### src/design/sbc_pkg.sv
`timescale 1ns / 1ps
// ----------------------------------------------------------------------------
// sbc_pkg: shared types, tables and functions of the 128-bit block cipher
// Holds the substitution tables, the GF(2^8) arithmetic of the linear layer,
// the controller state and command types.
// ----------------------------------------------------------------------------
package sbc_pkg;

   localparam int unsigned BLOCK_W  = 128;
   localparam int unsigned WORD_W   = 64;
   localparam int unsigned NUM_KEYS = 4;
   localparam int unsigned NUM_RK   = 10;
   localparam int unsigned CNT_W    = 5;
   localparam int unsigned RK_IDX_W = 4;
   localparam int unsigned CSR_IDX_W = 8;

   // Register indexes of the configuration port.
   localparam logic [CSR_IDX_W-1:0] CSR_KEY_WORD0 = 8'd0;
   localparam logic [CSR_IDX_W-1:0] CSR_KEY_WORD1 = 8'd1;
   localparam logic [CSR_IDX_W-1:0] CSR_KEY_WORD2 = 8'd2;
   localparam logic [CSR_IDX_W-1:0] CSR_KEY_WORD3 = 8'd3;

   localparam logic [CNT_W-1:0] KS_STEP_LAST = 5'd31;
   localparam logic [CNT_W-1:0] ROUND_LAST   = 5'd9;
   localparam logic [7:0]       GF_POLY      = 8'hC3;

   typedef enum logic [1:0] {
      ST_EXP_LOAD,
      ST_EXPAND,
      ST_IDLE,
      ST_RUN
   } state_type;

   typedef struct packed {
      logic             load_key;
      logic             ks_step;
      logic             load_data;
      logic             round_step;
      logic             finish;
      logic [CNT_W-1:0] cnt;
   } cmd_type;

   typedef logic [BLOCK_W-1:0][BLOCK_W-1:0] lmat_type;
   typedef logic [31:0][BLOCK_W-1:0]        rconst_type;

   localparam logic [7:0] LIN_COEF [16] = '{
      8'd148, 8'd32, 8'd133, 8'd16, 8'd194, 8'd192, 8'd1, 8'd251,
      8'd1, 8'd192, 8'd194, 8'd16, 8'd133, 8'd32, 8'd148, 8'd1};

   localparam logic [7:0] SBOX_FWD [256] = '{
      8'hFC,8'hEE,8'hDD,8'h11,8'hCF,8'h6E,8'h31,8'h16,8'hFB,8'hC4,8'hFA,8'hDA,8'h23,8'hC5,8'h04,8'h4D,
      8'hE9,8'h77,8'hF0,8'hDB,8'h93,8'h2E,8'h99,8'hBA,8'h17,8'h36,8'hF1,8'hBB,8'h14,8'hCD,8'h5F,8'hC1,
      8'hF9,8'h18,8'h65,8'h5A,8'hE2,8'h5C,8'hEF,8'h21,8'h81,8'h1C,8'h3C,8'h42,8'h8B,8'h01,8'h8E,8'h4F,
      8'h05,8'h84,8'h02,8'hAE,8'hE3,8'h6A,8'h8F,8'hA0,8'h06,8'h0B,8'hED,8'h98,8'h7F,8'hD4,8'hD3,8'h1F,
      8'hEB,8'h34,8'h2C,8'h51,8'hEA,8'hC8,8'h48,8'hAB,8'hF2,8'h2A,8'h68,8'hA2,8'hFD,8'h3A,8'hCE,8'hCC,
      8'hB5,8'h70,8'h0E,8'h56,8'h08,8'h0C,8'h76,8'h12,8'hBF,8'h72,8'h13,8'h47,8'h9C,8'hB7,8'h5D,8'h87,
      8'h15,8'hA1,8'h96,8'h29,8'h10,8'h7B,8'h9A,8'hC7,8'hF3,8'h91,8'h78,8'h6F,8'h9D,8'h9E,8'hB2,8'hB1,
      8'h32,8'h75,8'h19,8'h3D,8'hFF,8'h35,8'h8A,8'h7E,8'h6D,8'h54,8'hC6,8'h80,8'hC3,8'hBD,8'h0D,8'h57,
      8'hDF,8'hF5,8'h24,8'hA9,8'h3E,8'hA8,8'h43,8'hC9,8'hD7,8'h79,8'hD6,8'hF6,8'h7C,8'h22,8'hB9,8'h03,
      8'hE0,8'h0F,8'hEC,8'hDE,8'h7A,8'h94,8'hB0,8'hBC,8'hDC,8'hE8,8'h28,8'h50,8'h4E,8'h33,8'h0A,8'h4A,
      8'hA7,8'h97,8'h60,8'h73,8'h1E,8'h00,8'h62,8'h44,8'h1A,8'hB8,8'h38,8'h82,8'h64,8'h9F,8'h26,8'h41,
      8'hAD,8'h45,8'h46,8'h92,8'h27,8'h5E,8'h55,8'h2F,8'h8C,8'hA3,8'hA5,8'h7D,8'h69,8'hD5,8'h95,8'h3B,
      8'h07,8'h58,8'hB3,8'h40,8'h86,8'hAC,8'h1D,8'hF7,8'h30,8'h37,8'h6B,8'hE4,8'h88,8'hD9,8'hE7,8'h89,
      8'hE1,8'h1B,8'h83,8'h49,8'h4C,8'h3F,8'hF8,8'hFE,8'h8D,8'h53,8'hAA,8'h90,8'hCA,8'hD8,8'h85,8'h61,
      8'h20,8'h71,8'h67,8'hA4,8'h2D,8'h2B,8'h09,8'h5B,8'hCB,8'h9B,8'h25,8'hD0,8'hBE,8'hE5,8'h6C,8'h52,
      8'h59,8'hA6,8'h74,8'hD2,8'hE6,8'hF4,8'hB4,8'hC0,8'hD1,8'h66,8'hAF,8'hC2,8'h39,8'h4B,8'h63,8'hB6};

   localparam logic [7:0] SBOX_INV [256] = '{
      8'hA5,8'h2D,8'h32,8'h8F,8'h0E,8'h30,8'h38,8'hC0,8'h54,8'hE6,8'h9E,8'h39,8'h55,8'h7E,8'h52,8'h91,
      8'h64,8'h03,8'h57,8'h5A,8'h1C,8'h60,8'h07,8'h18,8'h21,8'h72,8'hA8,8'hD1,8'h29,8'hC6,8'hA4,8'h3F,
      8'hE0,8'h27,8'h8D,8'h0C,8'h82,8'hEA,8'hAE,8'hB4,8'h9A,8'h63,8'h49,8'hE5,8'h42,8'hE4,8'h15,8'hB7,
      8'hC8,8'h06,8'h70,8'h9D,8'h41,8'h75,8'h19,8'hC9,8'hAA,8'hFC,8'h4D,8'hBF,8'h2A,8'h73,8'h84,8'hD5,
      8'hC3,8'hAF,8'h2B,8'h86,8'hA7,8'hB1,8'hB2,8'h5B,8'h46,8'hD3,8'h9F,8'hFD,8'hD4,8'h0F,8'h9C,8'h2F,
      8'h9B,8'h43,8'hEF,8'hD9,8'h79,8'hB6,8'h53,8'h7F,8'hC1,8'hF0,8'h23,8'hE7,8'h25,8'h5E,8'hB5,8'h1E,
      8'hA2,8'hDF,8'hA6,8'hFE,8'hAC,8'h22,8'hF9,8'hE2,8'h4A,8'hBC,8'h35,8'hCA,8'hEE,8'h78,8'h05,8'h6B,
      8'h51,8'hE1,8'h59,8'hA3,8'hF2,8'h71,8'h56,8'h11,8'h6A,8'h89,8'h94,8'h65,8'h8C,8'hBB,8'h77,8'h3C,
      8'h7B,8'h28,8'hAB,8'hD2,8'h31,8'hDE,8'hC4,8'h5F,8'hCC,8'hCF,8'h76,8'h2C,8'hB8,8'hD8,8'h2E,8'h36,
      8'hDB,8'h69,8'hB3,8'h14,8'h95,8'hBE,8'h62,8'hA1,8'h3B,8'h16,8'h66,8'hE9,8'h5C,8'h6C,8'h6D,8'hAD,
      8'h37,8'h61,8'h4B,8'hB9,8'hE3,8'hBA,8'hF1,8'hA0,8'h85,8'h83,8'hDA,8'h47,8'hC5,8'hB0,8'h33,8'hFA,
      8'h96,8'h6F,8'h6E,8'hC2,8'hF6,8'h50,8'hFF,8'h5D,8'hA9,8'h8E,8'h17,8'h1B,8'h97,8'h7D,8'hEC,8'h58,
      8'hF7,8'h1F,8'hFB,8'h7C,8'h09,8'h0D,8'h7A,8'h67,8'h45,8'h87,8'hDC,8'hE8,8'h4F,8'h1D,8'h4E,8'h04,
      8'hEB,8'hF8,8'hF3,8'h3E,8'h3D,8'hBD,8'h8A,8'h88,8'hDD,8'hCD,8'h0B,8'h13,8'h98,8'h02,8'h93,8'h80,
      8'h90,8'hD0,8'h24,8'h34,8'hCB,8'hED,8'hF4,8'hCE,8'h99,8'h10,8'h44,8'h40,8'h92,8'h3A,8'h01,8'h26,
      8'h12,8'h1A,8'h48,8'h68,8'hF5,8'h81,8'h8B,8'hC7,8'hD6,8'h20,8'h0A,8'h08,8'h00,8'h4C,8'hD7,8'h74};

   // Multiply in GF(2^8) modulo x^8+x^7+x^6+x+1.
   function automatic logic [7:0] gf_mul(logic [7:0] a, logic [7:0] b);
      logic [7:0] p;
      logic [7:0] x;
      p = '0;
      x = a;
      for (int i = 0; i < 8; i++) begin
         if (b[i]) p = p ^ x;
         x = {x[6:0], 1'b0} ^ (x[7] ? GF_POLY : 8'h00);
      end
      return p;
   endfunction

   // One output byte of the linear feedback; byte 0 sits in the top bits.
   function automatic logic [7:0] lin_fold(logic [BLOCK_W-1:0] v);
      logic [7:0] acc;
      acc = '0;
      for (int i = 0; i < 16; i++) acc = acc ^ gf_mul(v[BLOCK_W-1-8*i -: 8], LIN_COEF[i]);
      return acc;
   endfunction

   function automatic logic [BLOCK_W-1:0] lin_fwd(logic [BLOCK_W-1:0] v_in);
      logic [BLOCK_W-1:0] v;
      v = v_in;
      for (int i = 0; i < 16; i++) v = {lin_fold(v), v[BLOCK_W-1:8]};
      return v;
   endfunction

   function automatic logic [BLOCK_W-1:0] lin_back(logic [BLOCK_W-1:0] v_in);
      logic [BLOCK_W-1:0] v;
      v = v_in;
      for (int i = 0; i < 16; i++) begin
         v = {v[BLOCK_W-9:0], v[BLOCK_W-1 -: 8]};
         v[7:0] = lin_fold(v);
      end
      return v;
   endfunction

   // The linear layers are GF(2)-linear: tabulate the image of each input bit.
   function automatic lmat_type build_lfwd();
      lmat_type m;
      for (int i = 0; i < BLOCK_W; i++) m[i] = lin_fwd(BLOCK_W'(1) << i);
      return m;
   endfunction

   function automatic lmat_type build_lback();
      lmat_type m;
      for (int i = 0; i < BLOCK_W; i++) m[i] = lin_back(BLOCK_W'(1) << i);
      return m;
   endfunction

   function automatic rconst_type build_rconst();
      rconst_type r;
      for (int s = 0; s < 32; s++) r[s] = lin_fwd({120'b0, 8'(s + 1)});
      return r;
   endfunction

   function automatic logic [BLOCK_W-1:0] l_apply(lmat_type m, logic [BLOCK_W-1:0] v);
      logic [BLOCK_W-1:0] r;
      r = '0;
      for (int i = 0; i < BLOCK_W; i++) if (v[i]) r = r ^ m[i];
      return r;
   endfunction

   function automatic logic [BLOCK_W-1:0] sub_fwd(logic [BLOCK_W-1:0] v);
      logic [BLOCK_W-1:0] r;
      for (int k = 0; k < 16; k++) r[8*k +: 8] = SBOX_FWD[v[8*k +: 8]];
      return r;
   endfunction

   function automatic logic [BLOCK_W-1:0] sub_inv(logic [BLOCK_W-1:0] v);
      logic [BLOCK_W-1:0] r;
      for (int k = 0; k < 16; k++) r[8*k +: 8] = SBOX_INV[v[8*k +: 8]];
      return r;
   endfunction

endpackage

### src/design/sbc_ctrl.sv
`timescale 1ns / 1ps
// ----------------------------------------------------------------------------
// sbc_ctrl: sequencer of the block cipher
// Runs the key schedule after reset and after key writes, and steps the
// round unit through the nine rounds and final key addition of each request.
// ----------------------------------------------------------------------------
module sbc_ctrl
   import sbc_pkg::*;
(
   input  logic    clock,
   input  logic    reset,
   input  logic    key_write,
   input  logic    req_tvalid,
   output logic    req_tready,
   input  logic    out_free,
   output cmd_type cmd
);

   state_type        state_ff, state_in;
   logic [CNT_W-1:0] cnt_ff, cnt_in;
   logic             pending_ff, pending_in;

   always_ff @(posedge clock) begin
      if (reset) begin
         state_ff   <= ST_EXP_LOAD;
         cnt_ff     <= '0;
         pending_ff <= 1'b0;
      end else begin
         state_ff   <= state_in;
         cnt_ff     <= cnt_in;
         pending_ff <= pending_in;
      end
   end

   always_comb begin
      state_in   = state_ff;
      cnt_in     = cnt_ff;
      pending_in = pending_ff | key_write;
      req_tready = 1'b0;
      cmd        = '0;
      cmd.cnt    = cnt_ff;
      unique case (state_ff)
         ST_EXP_LOAD: begin
            cmd.load_key = 1'b1;
            cnt_in       = '0;
            pending_in   = key_write;
            state_in     = ST_EXPAND;
         end
         ST_EXPAND: begin
            cmd.ks_step = 1'b1;
            cnt_in      = cnt_ff + 1'b1;
            if (cnt_ff == KS_STEP_LAST) state_in = ST_IDLE;
         end
         ST_IDLE: begin
            req_tready = !pending_ff;
            if (pending_ff) begin
               state_in = ST_EXP_LOAD;
            end else if (req_tvalid) begin
               cmd.load_data = 1'b1;
               cnt_in        = '0;
               state_in      = ST_RUN;
            end
         end
         ST_RUN: begin
            if (cnt_ff != ROUND_LAST) begin
               cmd.round_step = 1'b1;
               cnt_in         = cnt_ff + 1'b1;
            end else if (out_free) begin
               cmd.finish = 1'b1;
               state_in   = ST_IDLE;
            end
         end
         default: state_in = ST_EXP_LOAD;
      endcase
   end

`ifndef SYNTHESIS
   a_run_cnt: assert property (@(posedge clock) disable iff (reset)
      state_ff == ST_RUN |-> cnt_ff <= ROUND_LAST)
      else $error("round counter past last round");
   a_key_blocks: assert property (@(posedge clock) disable iff (reset)
      key_write |=> !req_tready)
      else $error("request taken before key schedule rerun");
   a_finish_free: assert property (@(posedge clock) disable iff (reset)
      cmd.finish |-> out_free && cnt_ff == ROUND_LAST)
      else $error("result written over a waiting response");
   a_one_cmd: assert property (@(posedge clock) disable iff (reset)
      $onehot0({cmd.load_key, cmd.ks_step, cmd.load_data, cmd.round_step, cmd.finish}))
      else $error("conflicting datapath commands");
`endif

endmodule

### config.mk
export PLATFORM = sky130hd
export DESIGN_NAME = sbc_ctrl
export DESIGN_NICKNAME = d
export VERILOG_FILES = /design/src/design/sbc_pkg.sv /design/src/design/sbc_ctrl.sv
export SDC_FILE = /design/constraint.sdc
export NUM_CORES = 1
export LEC_CHECK = 0
export ABC_AREA = 1
export BUFFER_PORTS_ARGS = -buffer_cell sky130_fd_sc_hd__buf_2
export CAP_MARGIN = 40
export CORE_AREA = 2 2 39 41
export DETAILED_ROUTE_END_ITERATION = 6
export DIE_AREA = 0 0 41 43
export PLACE_DENSITY = 0.79
export REMOVE_ABC_BUFFERS = 1
export SETUP_SLACK_MARGIN = 0.2
export SLEW_MARGIN = 20
export SYNTH_ARGS = -nofsm -noshare
export SYNTH_HDL_FRONTEND = slang
export SYNTH_SLANG_ARGS = --single-unit
export TNS_END_PERCENT = 100
### constraint.sdc
create_clock -name clock -period 3.9 [get_ports clock]
set_clock_uncertainty 0.05 [all_clocks]
set_input_delay 0.78 -clock clock [delete_from_list [all_inputs] [get_ports clock]]
set_output_delay 0.78 -clock clock [all_outputs]
set_load 0.1 [all_outputs]
==> results of run 1 <==
==> metal layers <==
| layer | vias to the layer above | share of wire | routed length, um | GRT usage |
|---|---|---|---|---|
| li1 | 309 | - | - | - |
| met1 | 253 | 0.46 | 522 | 0.1883 |
| met2 | 13 | 0.48 | 547 | 0.2469 |
| met3 | 4 | 0.031 | 35 | 0.03141 |
| met4 | 0 | 0.023 | 26 | 0.09333 |
| met5 | - | 0 | 0 | 0 |
==> sequential cells by signal (all words and copies together) (netlist names) <==
signal      count
pending_ff      1
cnt_ff          5
state_ff        2
==> metrics by stage <==
step | worst slack [ps] | hold slack (ps) | cell area [um^2]
2_1_floorplan | 187.9 | 519.7 | 554.3
3_3_place_gp | 1639 | 491.5 | 649.4
3_5_place_dp | 1623 | 507.3 | 649.4
4_1_cts | 1384 | 514.7 | 671.9
5_1_grt | 1255 | 550.9 | 671.9
6_report | 1393 | 506.2 | 671.9
==> power by group through the flow <==
stage	logic [mW]	registers, mW	clock network [mW]
finish	0.155	0.107	0.0644
detailed placement	0.154	0.109	0
floorplan	0.106	0.134	0
global route	0.167	0.110	0.0697
global placement	0.152	0.109	0
CTS	0.155	0.107	0.0653
==> worst paths after layout <==
check	startpoint	to	slack [ps]
setup reg to reg	cnt_ff[0]	state_ff[0]	2400
hold / removal	cnt_ff[3]	cnt_ff[3]	510
hold reg to reg	cnt_ff[3]	cnt_ff[3]	510
setup / recovery	cnt_ff[0]	cmd[5]	1390
==> kinds of logic after synthesis <==
group           after synthesis
buf+inv                      18
flops                         8
simple gates                 58
fa+ha+maj                     3
compound gates                3
==> worst min-delay path, delay by kind of cell, from the launching register on <==
kind / cells / cell delay, ps
flops: 1 / 330
simple gates: 2 / 80
buf+inv: 2 / 110
==> placed cells by master (no fill, tap or decap) <==
cell type	Yosys	final
a21oi_1	2	2
nor2_2	1	1
dfxtp_1	8	8
nand3_2	2	2
clkbuf_4	0	3
nor2_1	18	18
nor2_4	1	1
ha_1	3	3
nand3_4	1	1
o21ai_1	1	1
or2_2	1	1
nand2_1	22	22
nand4_1	1	1
inv_1	13	13
nand2_2	2	2
nand3_1	9	9
inv_4	1	1
buf_2	0	15
clkinv_1	2	2
inv_2	1	1
==> layout make-up <==
class / instances / area, um^2 / area share
inverter: 17 / 66.31 / 0.09870
clock buffer: 3 / 22.52 / 0.03352
timing repair buffer: 15 / 75.07 / 0.1117
sequential: 8 / 160.2 / 0.2384
multi-input combinational: 64 / 327.8 / 0.4879
tap: 16 / 20.02 / 0.02980
==> impl_metrics.toml, run 1 <==
[run_status]
status = "complete, no violations"

[flow_run]
maxCapViolCount = 0

[floorplanning]
fp.dieW_um = 41
fp.dieH_um = 43
fp.coreArea_um2 = 1384
start_util = 0.4087
rows = 14
fp.dieArea_um2 = 1763
pin_count = 16

[yosys]
synth_warnings = 0
synth-simple-area-share = 0.4867
synth_edf_count = 0
synth_top_family_by_area = "simple AND/OR/NAND/NOR gates"
synth.cell_area_um2 = 565.5
yosysSeqAreaShare = 0.2832
postSynthAreaPerCell_um2 = 6.284
synth.area.top_cells = "dfxtp_1, nand2_1, nor2_1, inv_1, nand3_1"
synth_top_cell_by_area = "dfxtp_1"
synth_xor_area_frac = 0
synthMuxAreaShare = 0
yosysMostFrequentCell = "nand2_1"
synthAdderAreaFrac = 0.06637
ys_ff_latch = 8
synthCells = 90
synth_top_area_frac = 0.2832
synth-compound-area-share = 0.02655
ys_async_sr_fraction = 0
synthDistinctLibCells = 19
synthTopCellsByCount = "nand2_1, nor2_1, inv_1"
synth_ff_type = "dfxtp_1"

[route]
drt-initial-drc-count = 10
dr.pass1.iters = 4
wirelength_mm = 1.131
drc_errors = 0
antenna_left = 0
vias = 579
vias_per_cell = 4.707
routedWlPerCell_um = 9.195

[critical_path]
cpLargestDelayFamily = "buffers and inverters"
critical_path.slowest_cell = "dfxtp_1"
worst-path-stages = 6
cp.arrival_ps = 1680
path_buf_inv = 2
slowest_delay_ps = 430
path_cells = "ha_1, nand2_1, inv_1, nand3_4, nor2_1, buf_2"
r2r_cells = 11
cp_max_fo = 10
required_ps = 3070
critPathLaunchType = "register"
path_class = "reg -> out"
crit_path_end_kind = "output pin"

[timing]
setup_viol = 0
fin_crit_ps = 2507
fin_tns_setup_ps = 0
fmax_mhz = 398.9
worst_pin_slew_ps = 487.0
slew_headroom = 0.6775
post-route-period-util = 0.6428
rsz0062_at_grt = "no"
hold_viol_final = 0
slew_violations = 0

[clock_tree]
cts.htree.levels = 1
cts_tree = "done"
post_cts_buffers = 0
clock_path_buffers = 2
ctsResizeCount = 0
clk_pin_slew_worst_paths_ps = 60
holdBufCountCts = 0
root_buffer = "clkbuf_4"
cts_sinks = 8
clk_latency_ps = 250
cts_made_buffers = 3

[global_route]
grt_max_degree = 11
grt_pass1_wl_mm = 1.932
grt_pass1_vias = 498
grt-ovfl-total = 0
antenna_found_initial = 0
track_usage = 0.1581

[power_and_ir_drop]
switching_share = 0.5164
finalPower_mw = 0.3266
clkPwrFrac = 0.197
p_leak_nw = 0.3759
power.internal_mw = 0.1579
pwr-share-comb = 0.474
power_density_nw_per_um2 = 486.1
ir_worst_vdd_mv = 0.2382
seq_power_share = 0.329
power.switching_mw = 0.1687

[final_layout]
area_growth_pct = 18.81
diodes = 0
instances_no_fill = 123
utilization = 0.4855
drive_gt1_frac = 0.2617
nets = 117
fill_cells = 148

[placement]
portBuffers = 15
place_inst = 120
gp_congestion = 0.8209
dpl.hpwl_um = 911.2

[hold_path]
worstHoldPathCells = 4
hold_class = "reg -> reg"
(Power assumes the default switching activity.)
==> run 2: changes to the inputs <==
--- a/config.mk
+++ b/config.mk
@@ -11,7 +11,7 @@
 export CORE_AREA = 2 2 39 41
 export DETAILED_ROUTE_END_ITERATION = 6
 export DIE_AREA = 0 0 41 43
-export PLACE_DENSITY = 0.79
+export PLACE_DENSITY = 0.82
 export REMOVE_ABC_BUFFERS = 1
 export SETUP_SLACK_MARGIN = 0.2
 export SLEW_MARGIN = 20
==> constraint.sdc (replaced) <==
create_clock -name clock -period 2.3 [get_ports clock]
set_clock_uncertainty 0.05 [all_clocks]
set_input_delay 0.46 -clock clock [delete_from_list [all_inputs] [get_ports clock]]
set_output_delay 0.46 -clock clock [all_outputs]
set_load 0.1 [all_outputs]
==> run 2 against run 1 <==
Net effect: sequential cell count did not move; setup slack got worse by 1100 ps; via count fell by 0.35%; routed wire length fell by 7.3%; clock-buffer cell count did not move; hold slack got worse by 150 ps; clock power rose by 74%; largest power group unchanged.
==> impl_metrics.toml, run 2 (same netlist as run 1, synthesis figures left out) <==
[critical_path]
rr_startpoint = "cnt_ff[1]"
required_ps = 1790
slowest_delay_ps = 550
cp_max_fo = 10
worstSetupStartpoint = "state_ff[0]"
path_class = "reg -> out"
path_buf_inv = 2
critical_path.slowest_cell = "dfxtp_1"
path_cells = "nand2_2, inv_2, nand3_4, nor2_1, buf_6"
cp.arrival_ps = 1480
crit_path_end_kind = "output pin"
cpLargestDelayFamily = "flip-flops"
critPathLaunchType = "register"

[floorplanning]
fp.dieW_um = 41
start_util = 0.4087
fp.dieH_um = 43
fp.dieArea_um2 = 1763
fp.coreArea_um2 = 1384
rows = 14
pin_count = 16

[timing]
fmax_mhz = 503.0
setup_viol = 0
worst_pin_slew_ps = 484.9
hold_ws_ps = 356.2
slew_headroom = 0.6789
post-route-period-util = 0.8644
layout_setup_ws_ps = 311.9
fin_crit_ps = 1988
hold_viol_final = 0
rsz0062_at_grt = "yes"
slew_violations = 0

[power_and_ir_drop]
power.internal_mw = 0.2701
power.switching_mw = 0.2868
seq_power_share = 0.328
p_leak_nw = 0.3775
switching_share = 0.5150
clkPwrFrac = 0.201
power_density_nw_per_um2 = 812.1
finalPower_mw = 0.5568
ir_worst_vdd_mv = 0.3791
pwr-share-comb = 0.470

[route]
vias_per_cell = 4.691
wl_met3_um = 40
drc_errors = 0
dr.pass1.iters = 4
antenna_left = 0
met1_length_um = 485
met2_length_um = 503
routedWlPerCell_um = 8.528
maxUsedRoutingLayer = "met4"
drt-initial-drc-count = 12
wirelength_mm = 1.049
vias = 577

[final_layout]
drive_gt1_frac = 0.2710
final_cell_mix = "nand2_1, nor2_1, inv_1, buf_2, nand3_1"
nets = 117
area_growth_pct = 21.24
final_common_cell = "nand2_1"
largest_register_ffs = 5
top_register = "cnt_ff"
fill_cells = 150
largestRegisters = "cnt_ff x5, state_ff x2, pending_ff x1"
diodes = 0
instances_no_fill = 123
fin_area_um2 = 685.7

[placement]
dpl-instance-area_um2 = 649.4
place_inst = 120
dp_slack_ps = 390.9
gp_congestion = 0.8300
portBuffers = 15
dpl.hpwl_um = 873.2

[global_route]
antenna_found_initial = 0
grt_max_degree = 11
grt-ovfl-total = 0
track_usage = 0.1447
grt_pass1_vias = 466
grt_pass1_wl_mm = 1.766

[run_status]
status = "complete, no violations"

[clock_tree]
cts_tree = "done"
cts_sinks = 8
holdBufCountCts = 0
cts_made_buffers = 3
clock_path_buffers = 2
clk_pin_slew_worst_paths_ps = 60
clk_latency_ps = 260
cts.htree.levels = 1
root_buffer = "clkbuf_4"
post_cts_buffers = 0
ctsResizeCount = 2

[hold_path]
hold_class = "in -> reg"
min_from = "key_write"

[flow_run]
maxCapViolCount = 0
==> run 2: worst paths after layout <==
kind	end	slack, ps	depth (start not counted)
hold reg to reg	cnt_ff[0]	500	2
setup reg to reg	state_ff[0]	810	11
hold / removal	pending_ff	360	3
setup / recovery	cmd[5]	310	5
==> run 2: worst min-delay path: stages <==
cell and delay [ps]:
buf_2 70, nor2_1 30, nor2_1 60
==> run 2: area by class of cell <==
| type | count | area [um^2] | share of cell area |
|---|---|---|---|
| tap | 16 | 20.02 | 0.02920 |
| multi-input combinational | 64 | 327.8 | 0.4781 |
| inverter | 17 | 66.31 | 0.09672 |
| sequential | 8 | 161.4 | 0.2354 |
| clock buffer | 3 | 22.52 | 0.03285 |
| timing repair buffer | 15 | 87.58 | 0.1277 |
==> run 2: metrics by stage <==
step / util / TNS, ps
2_1_floorplan: - / -1572
3_3_place_gp: 0.4693 / 0
3_5_place_dp: 0.4693 / 0
4_1_cts: 0.4892 / 0
5_1_grt: 0.4955 / 0
6_report: 0.4955 / 0
==> run 2: power groups by stage <==
stage                     clock network, mW  registers (mW)  logic (mW)
after floorplan                           0           0.227       0.179
final                                 0.112           0.183       0.262
after global routing                  0.124           0.187       0.282
after detailed placement                  0           0.184       0.261
after CTS                             0.115           0.181       0.262
after global placement                    0           0.183       0.259
==> run 2: routing by layer <==
metal	vias to the layer above	track usage
met5	-	0
met4	0	0.06000
met3	2	0.03141
met2	12	0.2094
met1	252	0.2000
li1	311	-
==> run 3: changes to the inputs <==
--- a/config.mk
+++ b/config.mk
@@ -11,7 +11,7 @@
 export CORE_AREA = 2 2 39 41
 export DETAILED_ROUTE_END_ITERATION = 6
 export DIE_AREA = 0 0 41 43
-export PLACE_DENSITY = 0.82
+export PLACE_DENSITY = 0.79
 export REMOVE_ABC_BUFFERS = 1
 export SETUP_SLACK_MARGIN = 0.2
 export SLEW_MARGIN = 20
==> constraint.sdc (replaced) <==
create_clock -name clock -period 2.4 [get_ports clock]
set_clock_uncertainty 0.05 [all_clocks]
set_input_delay 0.48 -clock clock [delete_from_list [all_inputs] [get_ports clock]]
set_output_delay 0.48 -clock clock [all_outputs]
set_load 0.1 [all_outputs]
==> run 3 against run 2 <==
Net effect: register-to-register slack gained 60 ps; via count up 1.2%; cell area decreased by 0.73%; critical path depth rose by 1; hold slack gained 24 ps; clock-buffer cell count unchanged; non-clock buffer count unchanged.
==> impl_metrics.toml, run 3 (same netlist as run 1, synthesis figures left out) <==
[final_layout]
top_register = "cnt_ff"
final_cell_mix = "nand2_1, nor2_1, inv_1, buf_2, nand3_1"
largestRegisters = "cnt_ff x5, state_ff x2, pending_ff x1"
diodes = 0
largest_register_ffs = 5
area_growth_pct = 20.35
final_common_cell = "nand2_1"
drive_gt1_frac = 0.2617
nets = 117
fin_area_um2 = 680.7

[power_and_ir_drop]
switching_share = 0.5196
power.switching_mw = 0.2782
seq_power_share = 0.326
clkPwrFrac = 0.205
ir_worst_vdd_mv = 0.3850
power_density_nw_per_um2 = 786.7
p_leak_nw = 0.3758
power.internal_mw = 0.2572
pwr-share-comb = 0.469

[floorplanning]
fp.dieArea_um2 = 1763
start_util = 0.4087
rows = 14
fp.dieW_um = 41
pin_count = 16
fp.dieH_um = 43
fp.coreArea_um2 = 1384

[global_route]
grt-ovfl-total = 0
antenna_found_initial = 0
grt_pass1_wl_mm = 1.869
track_usage = 0.1600
grt_max_degree = 11
grt_pass1_vias = 456

[timing]
slew_violations = 0
layout_setup_ws_ps = 328.0
fmax_mhz = 482.6
rsz0062_at_grt = "no"
setup_viol = 0
slew_headroom = 0.6759
post-route-period-util = 0.8633
hold_viol_final = 0
worst_pin_slew_ps = 489.6
fin_crit_ps = 2072

[critical_path]
worstSetupStartpoint = "cnt_ff[0]"
critPathLaunchType = "register"
ff2ff_setup_slack_ps = 870
required_ps = 1870
r2r_cells = 11
rr_startpoint = "cnt_ff[0]"
cp.arrival_ps = 1540
path_class = "reg -> out"
crit_path_end_kind = "output pin"
critPathCapture = "cmd[5]"
crit-reg2reg-capture = "state_ff[0]"
cp_max_fo = 10

[route]
drt-initial-drc-count = 6
antenna_left = 0
wirelength_mm = 1.141
vias_per_cell = 4.748
routedWlPerCell_um = 9.276
vias = 584
drc_errors = 0
dr.pass1.iters = 4

[clock_tree]
cts.htree.levels = 1
clock_path_buffers = 2
cts_made_buffers = 3
root_buffer = "clkbuf_4"
clk_latency_ps = 260
clk_pin_slew_worst_paths_ps = 60
cts_sinks = 8
post_cts_buffers = 0
holdBufCountCts = 0
cts_tree = "done"

[placement]
dpl-instance-area_um2 = 649.4
dpl.hpwl_um = 909.4
portBuffers = 15
dp_slack_ps = 452.6
gp_congestion = 0.8368

[hold_path]
hold_class = "in -> reg"

[run_status]
status = "complete, no violations"

[flow_run]
maxCapViolCount = 0
[run 3: cell types whose count changed in the layout (fill, tap and decap cells not counted)]
cell / before / now
buf_6: 2 / 1
clkbuf_4: 3 / 4
dfxtp_1: 7 / 8
dfxtp_2: 1 / 0
[run 3: cell type report]
cell class                 count  area [um^2]
sequential                     8        160.2
multi-input combinational     64        327.8
clock buffer                   3        22.52
timing repair buffer          15        83.83
inverter                      17        66.31
tap                           16        20.02
fill                         146        703.2
[run 3: layer usage]
layer	vias up	wire (um)	global-route usage
li1	309	-	-
met1	260	540	0.1974
met2	10	531	0.2219
met3	5	35	0.04712
met4	0	33	0.1200
met5	-	0	0
[run 3: stage by stage]
stage,hold slack [ps],std cells,TNS (ps),utilization,total power [mW]
finish,379.8,123,0,0.4919,0.5355
global route,409.6,123,0,0.4919,0.5647
CTS,383.6,123,0,0.4873,0.5377
detailed placement,532.8,120,0,0.4693,0.4282
global placement,498.8,120,0,0.4693,0.4241
floorplan,501.5,89,-1326,-,0.3896
[run 3: what timing repair did]
item                                    CTS  global route
gates resized for setup                   1             2
endpoints found under the setup margin    1             2
endpoints found under the hold margin     0             0
gates cloned                              0             0
[run 3: power by group through the flow]
stage / clock [mW] / sequential [mW] / combinational, mW
2_1_floorplan: 0 / 0.218 / 0.172
3_3_place_gp: 0 / 0.176 / 0.248
3_5_place_dp: 0 / 0.178 / 0.251
4_1_cts: 0.112 / 0.175 / 0.251
5_1_grt: 0.118 / 0.178 / 0.268
6_report: 0.110 / 0.175 / 0.251
[run 3: worst min path at each step]
stage,startpoint,end,slack [ps],depth (start not counted)
after floorplan,reset,cnt_ff[1],500,1
after global routing,key_write,pending_ff,410,3
after detailed placement,pending_ff,state_ff[1],530,3
final,key_write,pending_ff,380,3
after CTS,key_write,pending_ff,380,3
after global placement,cnt_ff[3],cnt_ff[3],500,4
[run 3: critical path: stages (launching register included)]
cell,delay (ps)
dfxtp_1,430
ha_1,180
nand2_1,50
inv_1,100
nand3_4,140
nor2_1,150
buf_6,240
